--- config.mk ---
export PLATFORM = sky130hd
export DESIGN_NAME = nonpreemptive_priority_scheduler
export DESIGN_NICKNAME = d
export VERILOG_FILES = /design/src/sv/nps_pkg.sv /design/src/sv/nps_store.sv /design/src/sv/nps_pick.sv /design/src/sv/nonpreemptive_priority_scheduler.sv
export SDC_FILE = /design/constraint.sdc
export NUM_CORES = 1
export LEC_CHECK = 0
export CAP_MARGIN = 20
export CORE_MARGIN = 5
export CORE_UTILIZATION = 35
export DETAILED_ROUTE_END_ITERATION = 7
export DONT_BUFFER_PORTS = 1
export GPL_TIMING_DRIVEN = 1
export PLACE_DENSITY = 0.55
export SLEW_MARGIN = 20
export SYNTH_ARGS = -nofsm -noshare
export SYNTH_HDL_FRONTEND = slang
export SYNTH_HIERARCHICAL = 1
export SYNTH_SLANG_ARGS = --single-unit
export TNS_END_PERCENT = 30
--- constraint.sdc ---
create_clock -name clk -period 6.8 [get_ports clk]
set_clock_uncertainty 0.2 [all_clocks]
set_input_delay 0.68 -clock clk [delete_from_list [all_inputs] [get_ports clk]]
set_output_delay 0.68 -clock clk [all_outputs]
set_load 0.05 [all_outputs]
--- src/sv/nps_pkg.sv ---
// Shared types and constants for the nonpreemptive priority scheduler.
package nps_pkg;

  localparam int MAX_PROCS_DEF = 16;
  localparam int TIME_W        = 21;
  localparam logic [TIME_W-1:0] TIME_MAX = TIME_W'(2097151);
  localparam int PN_W          = 5;

  typedef struct packed {
    logic [15:0] arrival_time;
    logic [15:0] burst_time;
    logic [7:0]  prio_level;
    logic        last_process;
  } load_t;

  typedef struct packed {
    logic [PN_W-1:0]   process_number;
    logic [TIME_W-1:0] completion_time;
    logic [TIME_W-1:0] turnaround_time;
    logic [TIME_W-1:0] waiting_time;
    logic              last_result;
  } result_t;

  typedef struct packed {
    logic [15:0] arr;
    logic [15:0] burst;
    logic [7:0]  prio;
  } entry_t;

  // scan results handed from the compare unit to the sequencer
  typedef struct packed {
    logic        rdy_found;
    logic [15:0] rdy_arr;
    logic [15:0] rdy_burst;
    logic        min_found;
    logic [15:0] min_arr;
    logic [15:0] min_burst;
  } pick_t;

endpackage

--- src/sv/nps_store.sv ---
// Process table memory: one write port, one registered read port.
module nps_store #(
  parameter int MAX_PROCS = 16
) (
  input  logic                         clk,
  input  logic                         we,
  input  logic [$clog2(MAX_PROCS)-1:0] waddr,
  input  nps_pkg::entry_t              wdata,
  input  logic [$clog2(MAX_PROCS)-1:0] raddr,
  output nps_pkg::entry_t              rdata
);
  import nps_pkg::*;

  entry_t mem [MAX_PROCS];

  always_ff @(posedge clk) begin
    if (we) begin
      mem[waddr] <= wdata;
    end
    rdata <= mem[raddr];
  end

endmodule

--- src/sv/nps_pick.sv ---
// Shared compare unit: folds one table entry per cycle into the running best picks.
module nps_pick #(
  parameter int MAX_PROCS = 16
) (
  input  logic                         clk,
  input  logic                         rst,
  input  logic                         clr,
  input  logic                         vld,
  input  logic [$clog2(MAX_PROCS)-1:0] idx,
  input  nps_pkg::entry_t              ent,
  input  logic                         done_bit,
  input  logic [nps_pkg::TIME_W-1:0]   cur,
  output nps_pkg::pick_t               pk,
  output logic [$clog2(MAX_PROCS)-1:0] rdy_idx,
  output logic [$clog2(MAX_PROCS)-1:0] min_idx
);
  import nps_pkg::*;

  logic [7:0] rdy_prio;
  logic [7:0] min_prio;
  logic       ready;
  logic       rdy_better;
  logic       min_better;

  always_comb begin
    ready      = !done_bit && (TIME_W'(ent.arr) <= cur);
    // lower priority value, then earlier arrival; equal keeps the earlier load
    rdy_better = !pk.rdy_found || (ent.prio < rdy_prio) ||
                 ((ent.prio == rdy_prio) && (ent.arr < pk.rdy_arr));
    // idle fallback: earliest arrival, then lowest priority value
    min_better = !pk.min_found || (ent.arr < pk.min_arr) ||
                 ((ent.arr == pk.min_arr) && (ent.prio < min_prio));
  end

  always_ff @(posedge clk) begin
    if (rst) begin
      pk.rdy_found <= 1'b0;
      pk.min_found <= 1'b0;
    end else if (clr) begin
      pk.rdy_found <= 1'b0;
      pk.min_found <= 1'b0;
    end else if (vld) begin
      if (ready && rdy_better) begin
        pk.rdy_found <= 1'b1;
        pk.rdy_arr   <= ent.arr;
        pk.rdy_burst <= ent.burst;
        rdy_prio     <= ent.prio;
        rdy_idx      <= idx;
      end
      if (!done_bit && min_better) begin
        pk.min_found <= 1'b1;
        pk.min_arr   <= ent.arr;
        pk.min_burst <= ent.burst;
        min_prio     <= ent.prio;
        min_idx      <= idx;
      end
    end
  end

endmodule

--- src/sv/nonpreemptive_priority_scheduler.sv ---
// Top level: loads a process set, then schedules it nonpreemptively by priority.
//
//   channel  dir  handshake                payload
//   load     in   load_valid / load_stall   load (nps_pkg::load_t)
//   res      out  res_valid / res_stall     res  (nps_pkg::result_t)
//
// Loading accepts one beat per cycle while load_stall is low. For each result,
// the compare unit scans the whole table through the single memory read port,
// then the drain, completion, turnaround and emit steps follow. Reset clears
// control and done flags; the table needs no clear. A stalled result holds the
// emit step; load_stall stays high while scheduling.
module nonpreemptive_priority_scheduler #(
  parameter int MAX_PROCS = nps_pkg::MAX_PROCS_DEF
) (
  input  logic             clk,
  input  logic             rst,
  input  logic             load_valid,
  output logic             load_stall,
  input  nps_pkg::load_t   load,
  output logic             res_valid,
  input  logic             res_stall,
  output nps_pkg::result_t res
);
  import nps_pkg::*;

  localparam int IW = $clog2(MAX_PROCS);
  localparam int CW = $clog2(MAX_PROCS + 1);

  typedef enum logic [2:0] {
    S_LOAD,
    S_SCAN,
    S_DRAIN,
    S_COMP,
    S_TAT,
    S_EMIT
  } state_t;

  state_t              st;
  logic [CW-1:0]       cnt;
  logic [CW-1:0]       k;
  logic [IW-1:0]       scan;
  logic                rd_vld;
  logic [IW-1:0]       rd_idx;
  logic [MAX_PROCS-1:0] done;
  logic [TIME_W-1:0]   cur;
  logic [IW-1:0]       sel_idx;
  logic [15:0]         sel_arr;
  logic [15:0]         sel_burst;
  logic [TIME_W-1:0]   comp;
  logic [TIME_W-1:0]   tat;

  entry_t              wdata;
  entry_t              rdata;
  pick_t               pk;
  logic [IW-1:0]       rdy_idx;
  logic [IW-1:0]       min_idx;

  logic                load_fire;
  logic                full;
  logic [CW-1:0]       cnt_m1;
  logic                scan_end;
  logic                last_k;
  logic                res_take;
  logic [IW-1:0]       use_idx;
  logic [15:0]         use_arr;
  logic [15:0]         use_burst;
  logic [TIME_W-1:0]   start;
  logic [TIME_W:0]     sum;
  logic [TIME_W-1:0]   comp_next;
  logic [TIME_W-1:0]   tat_next;
  logic [TIME_W-1:0]   wt_next;
  logic [IW:0]         pnum;

  assign load_stall = (st != S_LOAD);

  always_comb begin
    load_fire = load_valid && (st == S_LOAD);
    full      = (cnt == CW'(MAX_PROCS - 1));
    cnt_m1    = cnt - 1'b1;
    scan_end  = (scan == cnt_m1[IW-1:0]);
    last_k    = (k == cnt_m1);
    res_take  = !res_valid || !res_stall;
    wdata.arr   = load.arrival_time;
    wdata.burst = load.burst_time;
    wdata.prio  = load.prio_level;
    // nothing ready: time jumps to the earliest pending arrival
    use_idx   = pk.rdy_found ? rdy_idx      : min_idx;
    use_arr   = pk.rdy_found ? pk.rdy_arr   : pk.min_arr;
    use_burst = pk.rdy_found ? pk.rdy_burst : pk.min_burst;
    start     = pk.rdy_found ? cur : TIME_W'(pk.min_arr);
    sum       = {1'b0, start} + (TIME_W + 1)'(use_burst);
    comp_next = sum[TIME_W] ? TIME_MAX : sum[TIME_W-1:0];
    tat_next  = comp - TIME_W'(sel_arr);
    wt_next   = (tat >= TIME_W'(sel_burst)) ? (tat - TIME_W'(sel_burst)) : '0;
    pnum      = {1'b0, sel_idx} + 1'b1;
  end

  nps_store #(.MAX_PROCS(MAX_PROCS)) u_store (
    .clk  (clk),
    .we   (load_fire),
    .waddr(cnt[IW-1:0]),
    .wdata(wdata),
    .raddr(scan),
    .rdata(rdata)
  );

  nps_pick #(.MAX_PROCS(MAX_PROCS)) u_pick (
    .clk     (clk),
    .rst     (rst),
    .clr     ((st == S_SCAN) && (scan == '0)),
    .vld     (rd_vld),
    .idx     (rd_idx),
    .ent     (rdata),
    .done_bit(done[rd_idx]),
    .cur     (cur),
    .pk      (pk),
    .rdy_idx (rdy_idx),
    .min_idx (min_idx)
  );

  always_ff @(posedge clk) begin
    if (rst) begin
      st        <= S_LOAD;
      cnt       <= '0;
      k         <= '0;
      scan      <= '0;
      rd_vld    <= 1'b0;
      done      <= '0;
      cur       <= '0;
      res_valid <= 1'b0;
    end else begin
      rd_vld <= (st == S_SCAN);
      rd_idx <= scan;
      // the emit step refills the output register itself
      if (res_valid && !res_stall && (st != S_EMIT)) begin
        res_valid <= 1'b0;
      end
      case (st)
        S_LOAD: begin
          if (load_valid) begin
            cnt <= cnt + 1'b1;
            if (load.last_process || full) begin
              st   <= S_SCAN;
              scan <= '0;
              k    <= '0;
              cur  <= '0;
            end
          end
        end
        S_SCAN: begin
          scan <= scan + 1'b1;
          if (scan_end) begin
            st <= S_DRAIN;
          end
        end
        S_DRAIN: begin
          st <= S_COMP;
        end
        S_COMP: begin
          sel_idx       <= use_idx;
          sel_arr       <= use_arr;
          sel_burst     <= use_burst;
          comp          <= comp_next;
          cur           <= comp_next;
          done[use_idx] <= 1'b1;
          st            <= S_TAT;
        end
        S_TAT: begin
          tat <= tat_next;
          st  <= S_EMIT;
        end
        S_EMIT: begin
          if (res_take) begin
            res_valid           <= 1'b1;
            res.process_number  <= PN_W'(pnum);
            res.completion_time <= comp;
            res.turnaround_time <= tat;
            res.waiting_time    <= wt_next;
            res.last_result     <= last_k;
            if (last_k) begin
              st   <= S_LOAD;
              cnt  <= '0;
              done <= '0;
              cur  <= '0;
            end else begin
              k    <= k + 1'b1;
              scan <= '0;
              st   <= S_SCAN;
            end
          end
        end
        default: begin
          st <= S_LOAD;
        end
      endcase
    end
  end

  // every finished process has produced exactly one result beat
  a_done_count: assert property (@(posedge clk) disable iff (rst)
    (st == S_SCAN) |-> ($countones(done) == int'(k)))
    else $error("done flag count differs from results issued");

  // an unfinished process always remains while results are pending
  a_min_found: assert property (@(posedge clk) disable iff (rst)
    (st == S_COMP) |-> pk.min_found)
    else $error("no pending process found by scan");

  a_sel_fresh: assert property (@(posedge clk) disable iff (rst)
    (st == S_COMP) |-> !done[use_idx])
    else $error("scheduled a finished process");

  a_rdy_arrived: assert property (@(posedge clk) disable iff (rst)
    ((st == S_COMP) && pk.rdy_found) |-> (TIME_W'(pk.rdy_arr) <= cur))
    else $error("ready pick has not arrived yet");

endmodule
==> results of run 1 <==
## layout make-up
cell class | instances | area [sq um]
Timing Repair Buffer | 76 | 675.6
Multi-Input combinational cell | 1132 | 10760
Clock buffer | 136 | 2811
Inverter | 132 | 495.5
Tap cell | 1512 | 1892
Fill cell | 10317 | 68210
Clock inverter | 55 | 648.1
Antenna cell | 5 | 12.51
Sequential cell | 977 | 28370
## worst min-delay path: stages
cell     delay (ps)
nor2_1          120
nand2_1         100
o31ai_1          50
## what timing repair did
action / CTS / global route
hold endpoints to repair: 649 / 0
resized for setup: 0 / 0
hold buffers: 42 / 0
## Yosys cell counts (all sizes together), types with 17 or more instances
library cell and n:
nand2 178, o21ai 41, nor3 32, mux4 165
xnor2 31, a21oi 74, inv 132, ha 117
nand3 18, a22o 20, nor2 114, dfxtp 98
a22oi 81, xor2 30, a21o 21, nand2b 26
nor2b 20, edfxtp 879, nand4 20, buf 37
clkbuf 43, mux2 17
## flip-flops by register name, indices dropped and copies added, names as in the netlist, 21 cells and up
signal / flops
comp: 21
cur: 21
res: 69
tat: 21
u_pick/pk: 66
u_store/mem: 640
u_store/rdata: 40
## through the flow
step	instance area [sq um]	utilization, %
3_3_place_gp	41770	36.68
4_1_cts	45650	40.09
5_1_grt	45660	40.09
3_5_place_dp	41770	36.68
6_report	45670	40.10
2_1_floorplan	39970	-
## routing by layer
layer	GRT usage, %	share of wire (%)	vias to the layer above
met5	0	0.043	-
met4	2.995	1.8	6
met3	2.798	5.5	129
met2	24.78	49	585
met1	20.18	44	10608
li1	-	-	9332
## report_power, final
group          internal [mW]  total, mW  switching, mW
clock                   3.31       5.64           2.33
sequential              6.64       6.72         0.0862
combinational          0.249      0.590          0.342
## logic make-up after synthesis
logic type	count (synthesis)
compound gates	318
xor+xnor	62
fa+ha+maj	120
buf+inv	212
flops	977
mux	188
simple gates	444
## cell usage in the layout (no fill, tap or decap), types with 7 or more instances in the layout
cell type      instances
edfxtp_1             879
nand2_1              177
inv_1                131
ha_1                 117
mux4_2               105
clkbuf_16            103
nor2_1                97
dfxtp_1               95
a22oi_1               81
a21oi_1               66
mux4_1                60
dlygate4sd3_1         42
o21ai_0               39
buf_4                 34
xnor2_1               31
xor2_1                30
nand2b_1              26
nor3_1                26
clkbuf_1              22
a21o_1                20
a22o_1                20
nand4_1               19
clkinv_2              19
nand3_1               18
nor2b_1               18
mux2_2                17
o21a_1                15
nor2_4                15
a211oi_1              13
clkbuf_8              11
clkinv_1              10
bufinv_16             10
a21oi_2                7
o31ai_1                7
## final timing paths
path                       from  cells after the start  slack, ps       to
hold reg to reg          tat[5]                      0        250  res[27]
hold / removal              rst                      3        150  done[8]
setup reg to reg  u_pick/pk[65]                     12       2550   cur[6]
setup / recovery  u_pick/pk[65]                     12       2550   cur[6]
==> impl_metrics.csv, run 1 <==
group,metric,value,unit
run_status,status,"finished, final reports clean",
drt,drc,0,
logic_synthesis,ys_ff_latch,977,
worst_setup_path,criticalPathCategory,"register to register",
logic_synthesis,syn_avg_cell_area,17.22,sq um
logic_synthesis,synth-adder-area-share,3.813,%
timing,rsz0062_at_grt,"no",
min_path,hp-class,"input pin to register",
cts,cts_num_sinks,977,
timing,fin_ws,2554,ps
final_layout,final_net_count,2586,
power_and_ir_drop,leakagePower,15.27,nW
place,place_hpwl,52080,um
grt,grt_overflow,0,
job,max-cap-violations,0,
logic_synthesis,syn-num-nets,2486,
worst_setup_path,cp-start-kind,"register",
worst_setup_path,cpPeakStageDelay,1020,ps
power_and_ir_drop,p_per_area,283.6,nW/um^2
place,io_buffers,0,
drt,wl_per_cell,22.48,um
die,die_w,347.9,um
worst_setup_path,cp_cell_sequence,"buf_4 -> nand2b_1 -> nand2_1 -> ha_1 -> a21oi_1 -> o21a_1 -> nor2_1 -> o31ai_2 -> a21oi_4 -> nand2_2 -> o21ai_0 -> a22o_1",
place,place_congestion,0.8521,
worst_setup_path,slowest_stage,"dfxtp_2",
worst_setup_path,path_buf_inv,1,
final_layout,drive_gt1_share,15.11,%
worst_setup_path,cp.required,7130,ps
die,rows,124,
timing,setup_viol,0,
grt,grt_pass1_vias,21164,
die,die_h,347.9,um
logic_synthesis,synth_top_family_by_area,"multiplexers",
cts,numCtsBuffers,102,
logic_synthesis,ys_seq_area_share,70.94,%
grt,grt_pass1_wl,135800,um
timing,final-hold-violation-count,0,
grt,antenna_found_initial,13,
die,core,113900,sq um
worst_setup_path,cp_max_fo,51,
drt,via_per_inst,5.133,
cts,htreeDepth,3,
drt,drtAntennaViolNets,0,
timing,max_slew.worst_pin.slew,1053,ps
logic_synthesis,syn_inst,2321,
logic_synthesis,synth_area_leaders,"edfxtp_1 66%, mux4_2 5.9%, dfxtp_1 4.9%, mux4_1 3.9%, ha_1 3.7%",
final_layout,area_growth,14.25,%
power_and_ir_drop,ir_drop,0.2172,mV
timing,fin_crit_sh,62.44,%
logic_synthesis,synth_cell_types,83,
logic_synthesis,synth-simple-area-share,5.184,%
logic_synthesis,synthArstFlopShare,0,%
logic_synthesis,synthMuxAreaShare,10.49,%
drt,vias,20660,
drt,first_pass_iters,5,
timing,fmax,0.2355,GHz
die,dieArea,121100,sq um
timing,holdWs,152.8,ps
logic_synthesis,synth_edf_count,879,
place,dp.cells,3787,
logic_synthesis,synth_warnings,6,
die,floorplan.initialDensity,35.10,%
logic_synthesis,synth_flop_cell,"edfxtp_1",
cts,clk_latency,680,ps
cts,path_clk_slew,60,ps
power_and_ir_drop,finalPower,12.95,mW
final_layout,finalNonFillerCells,4025,
drt,dr.first_iter.drc_count,1588,
place,place_ws,2599,ps
logic_synthesis,yosys.area.top_type,"edfxtp_1",
timing,final-max-slew-violation-count,0,
timing,min_period,4246,ps
grt,grt_max_degree,70,
logic_synthesis,netlist_area,39970,sq um
logic_synthesis,synth_compound_area_share,5.641,%
worst_setup_path,critPathCaptureType,"register",
timing,slew-limit-headroom,29.80,%
worst_setup_path,cpLargestDelayFamily,"compound AO/OA/AOI/OAI gates",
cts,postCtsSetupRepairBufs,0,
worst_setup_path,arrival,4580,ps
die,ios,116,
drt,wirelength,90500,um
cts,cts_tree,"built",
logic_synthesis,synth-xor-area-share,1.393,%
cts,cts_buffer_depth,3,
timing,tns,0,ps
logic_synthesis,synth_top_cell_area_share,66.04,%
grt,grt_usage,14.74,%
cts,cts-root-buf,"clkbuf_16",
No activity file was read; power rests on OpenSTA's default activity.
==> run 2: changes to the inputs <==
- ABC_AREA: not set -> 1
- clock period: 6.8 -> 4.4 ns (I/O delays scaled with it)
==> impl_metrics.csv, run 2 <==
group,metric,value,unit
run_status,status,"finished, final reports clean",
place,place_hpwl,67620,um
logic_synthesis,synth-adder-area-share,3.430,%
worst_setup_path,reg2reg_from,"u_pick/pk[65]",
die,die_h,366.3,um
worst_setup_path,ff2ff_setup_slack,710,ps
worst_setup_path,cp-endpoint,"comp[2]",
timing,tns,0,ps
worst_setup_path,cpLargestDelayFamily,"simple AND/OR/NAND/NOR gates",
worst_setup_path,cp.required,4550,ps
die,dieArea,134200,sq um
job,max-cap-violations,0,
worst_setup_path,cp_max_fo,62,
drt,drtAntennaViolNets,0,
logic_synthesis,syn_inst,4451,
grt,antenna_found_initial,14,
cts,cts_tree,"built",
power_and_ir_drop,finalPower,22.57,mW
final_layout,largest_reg_flops,640,
final_layout,area_growth,12.68,%
drt,drc,0,
final_layout,fin_area,50070,sq um
logic_synthesis,synthMuxAreaShare,0,%
drt,vias,29390,
timing,final-max-slew-violation-count,0,
drt,dr.first_iter.drc_count,2217,
logic_synthesis,synth-xor-area-share,1.005,%
grt,grt_pass1_wl,172800,um
logic_synthesis,synth_flop_cell,"edfxtp_1",
place,dp.cells,5988,
worst_setup_path,path_buf_inv,3,
drt,wl_per_cell,18.38,um
cts,path_clk_slew,60,ps
die,floorplan.initialDensity,35.29,%
cts,cts_num_sinks,977,
timing,final-hold-violation-count,0,
cts,post_cts_resized,0,
final_layout,final_net_count,4654,
grt,grt_usage,16.67,%
logic_synthesis,synth-simple-area-share,20.59,%
power_and_ir_drop,ir_drop,0.3546,mV
worst_setup_path,criticalPathCategory,"register to register",
cts,cts-root-buf,"clkbuf_16",
worst_setup_path,worst_r2r_path_depth,12,
logic_synthesis,syn_avg_cell_area,9.982,sq um
final_layout,largestRegisters,"u_store/mem: 640 flops, res: 69 flops, u_pick/pk: 66 flops",
logic_synthesis,synthArstFlopShare,0,%
cts,postCtsSetupRepairBufs,0,
timing,fmax,0.2707,GHz
worst_setup_path,r2r-end,"comp[2]",
worst_setup_path,critPathCaptureType,"register",
final_layout,finalNonFillerCells,6232,
worst_setup_path,path_depth,12,
worst_setup_path,cp_cell_sequence,"buf_4 -> o21ai_0 -> inv_1 -> ha_1 -> nand2_1 -> nand2_1 -> nand3_1 -> nand2_1 -> nand3_1 -> inv_2 -> nor2_2 -> o21ai_0",
final_layout,final_common_cell,"nand2_1",
worst_setup_path,critPathLaunch,"u_pick/pk[65]",
final_layout,regMostFlops,"u_store/mem",
final_layout,layout_common_cells,"1343 x nand2_1, 879 x edfxtp_1, 752 x inv_1, 594 x nand3_1, 132 x a21oi_1",
logic_synthesis,syn-num-nets,4616,
logic_synthesis,synth_compound_area_share,2.461,%
grt,grt_max_degree,115,
cts,htreeDepth,3,
worst_setup_path,arrival,3850,ps
die,rows,130,
timing,rsz0062_at_grt,"no",
die,ios,116,
logic_synthesis,synth_most_common_cell,"nand2_1",
logic_synthesis,synth_warnings,6,
logic_synthesis,synth_area_leaders,"edfxtp_1 59%, nand2_1 11%, nand3_1 6.7%, inv_1 6.4%, dfxtp_1 4.4%",
grt,grt_pass1_vias,27455,
cts,cts_hold_buf,45,
place,place_congestion,0.9090,
timing,fin_crit_sh,83.97,%
power_and_ir_drop,leakagePower,20.84,nW
drt,via_per_inst,4.716,
logic_synthesis,synth_edf_count,879,
drt,first_pass_iters,7,
power_and_ir_drop,p_per_area,450.8,nW/um^2
die,die_w,366.3,um
cts,numCtsBuffers,104,
drt,wirelength,114500,um
worst_setup_path,slowest_stage,"o21ai_0",
logic_synthesis,yosys.area.top_type,"edfxtp_1",
final_layout,drive_gt1_share,5.984,%
logic_synthesis,ys_ff_latch,977,
timing,min_period,3695,ps
min_path,hp-class,"input pin to register",
timing,slew-limit-headroom,33.73,%
cts,cts_buffer_depth,3,
logic_synthesis,synth_top_family_by_area,"simple AND/OR/NAND/NOR gates",
cts,clk_latency,710,ps
logic_synthesis,netlist_area,44430,sq um
grt,grt_overflow,0,
worst_setup_path,cp-start-kind,"register",
die,core,125900,sq um
worst_setup_path,cpPeakStageDelay,640,ps
worst_setup_path,cpMostUsedCell,"nand2_1",
logic_synthesis,synth_cell_types,50,
logic_synthesis,synth_top_cell_area_share,59.41,%
logic_synthesis,ys_seq_area_share,63.82,%
place,placed_area,46190,sq um
timing,max_slew.worst_pin.slew,994.1,ps
timing,setup_viol,0,
logic_synthesis,synthTopCellsByCount,"1343 x nand2_1, 879 x edfxtp_1, 753 x inv_1, 594 x nand3_1, 146 x nor2_1",
place,io_buffers,0,
run 2: cell count changes after synthesis, sizes merged, moves of 18 or more:
cell and delta:
buf +92, nand2b -26, nor3 -18, nor2 +39
nor2b -20, a21oi +59, nand2 +1177, a22o -20
inv +637, xnor2 -18, mux4 -165, nand3 +579
a22oi -81
run 2: where the power goes:
part	leakage, nW	internal [mW]	total [mW]	switching, mW
sequential	8.74	10.6	10.9	0.295
clock	1.65	4.99	8.68	3.69
combinational	10.5	0.912	3.03	2.12
run 2: per-stage QoR:
step | setup slack, ps | hold slack, ps | util, %
final | 705.4 | 151.6 | 39.77
after global routing | 391.4 | 138.2 | 39.77
after CTS | 629.6 | 111.1 | 39.76
after detailed placement | 645.7 | 219.1 | 36.69
after global placement | 733.2 | 214.9 | 36.69
after floorplan | 71.69 | 203.7 | -
run 2: how the worst min path moves through the flow:
stage,from,endpoint,slack (ps),cells after the start
6_report,load[0],k[1],150,4
5_1_grt,load[0],k[1],140,4
4_1_cts,load[0],k[1],110,4
3_5_place_dp,u_store/rdata[17],u_pick/pk[9],220,0
3_3_place_gp,u_store/rdata[17],u_pick/pk[9],210,0
2_1_floorplan,u_store/rdata[8],u_pick/pk[0],200,0
run 2: worst reg2reg max path: cells and delay by family, from the launching register on:
kind	cells	cell delay (ps)
AND/OR/NAND/NOR	6	1070
flip-flops	1	310
AO/OA/AOI/OAI	2	940
buffers and inverters	3	490
adder cells (fa/ha/maj)	1	340
run 2: layout make-up:
| type | instances | area, sq um |
|---|---|---|
| fillers | 12244 | 75830 |
| clock buffers | 148 | 2839 |
| inverters | 771 | 2910 |
| diodes | 3 | 7.507 |
| flip-flops and latches | 977 | 28370 |
| well taps | 1650 | 2064 |
| clock inverters | 48 | 561.8 |
| multi-input cells | 2544 | 12380 |
| repair buffers | 91 | 930.9 |
run 2: cell families (layout without fill, tap and decap cells):
logic type	count (synthesis)	after routing
fa+ha+maj	120	120
other cells	0	3
xor+xnor	51	51
flops	977	977
compound gates	206	206
buf+inv	930	1058
simple gates	2167	2167
run 2: routing by layer:
| metal | vias up | share of wire [%] | global-route usage (%) |
|---|---|---|---|
| li1 | 14569 | - | - |
| met1 | 13909 | 46 | 23.07 |
| met2 | 730 | 47 | 27.34 |
| met3 | 174 | 5.0 | 2.717 |
| met4 | 8 | 2.5 | 4.406 |
| met5 | - | 0.049 | 0 |
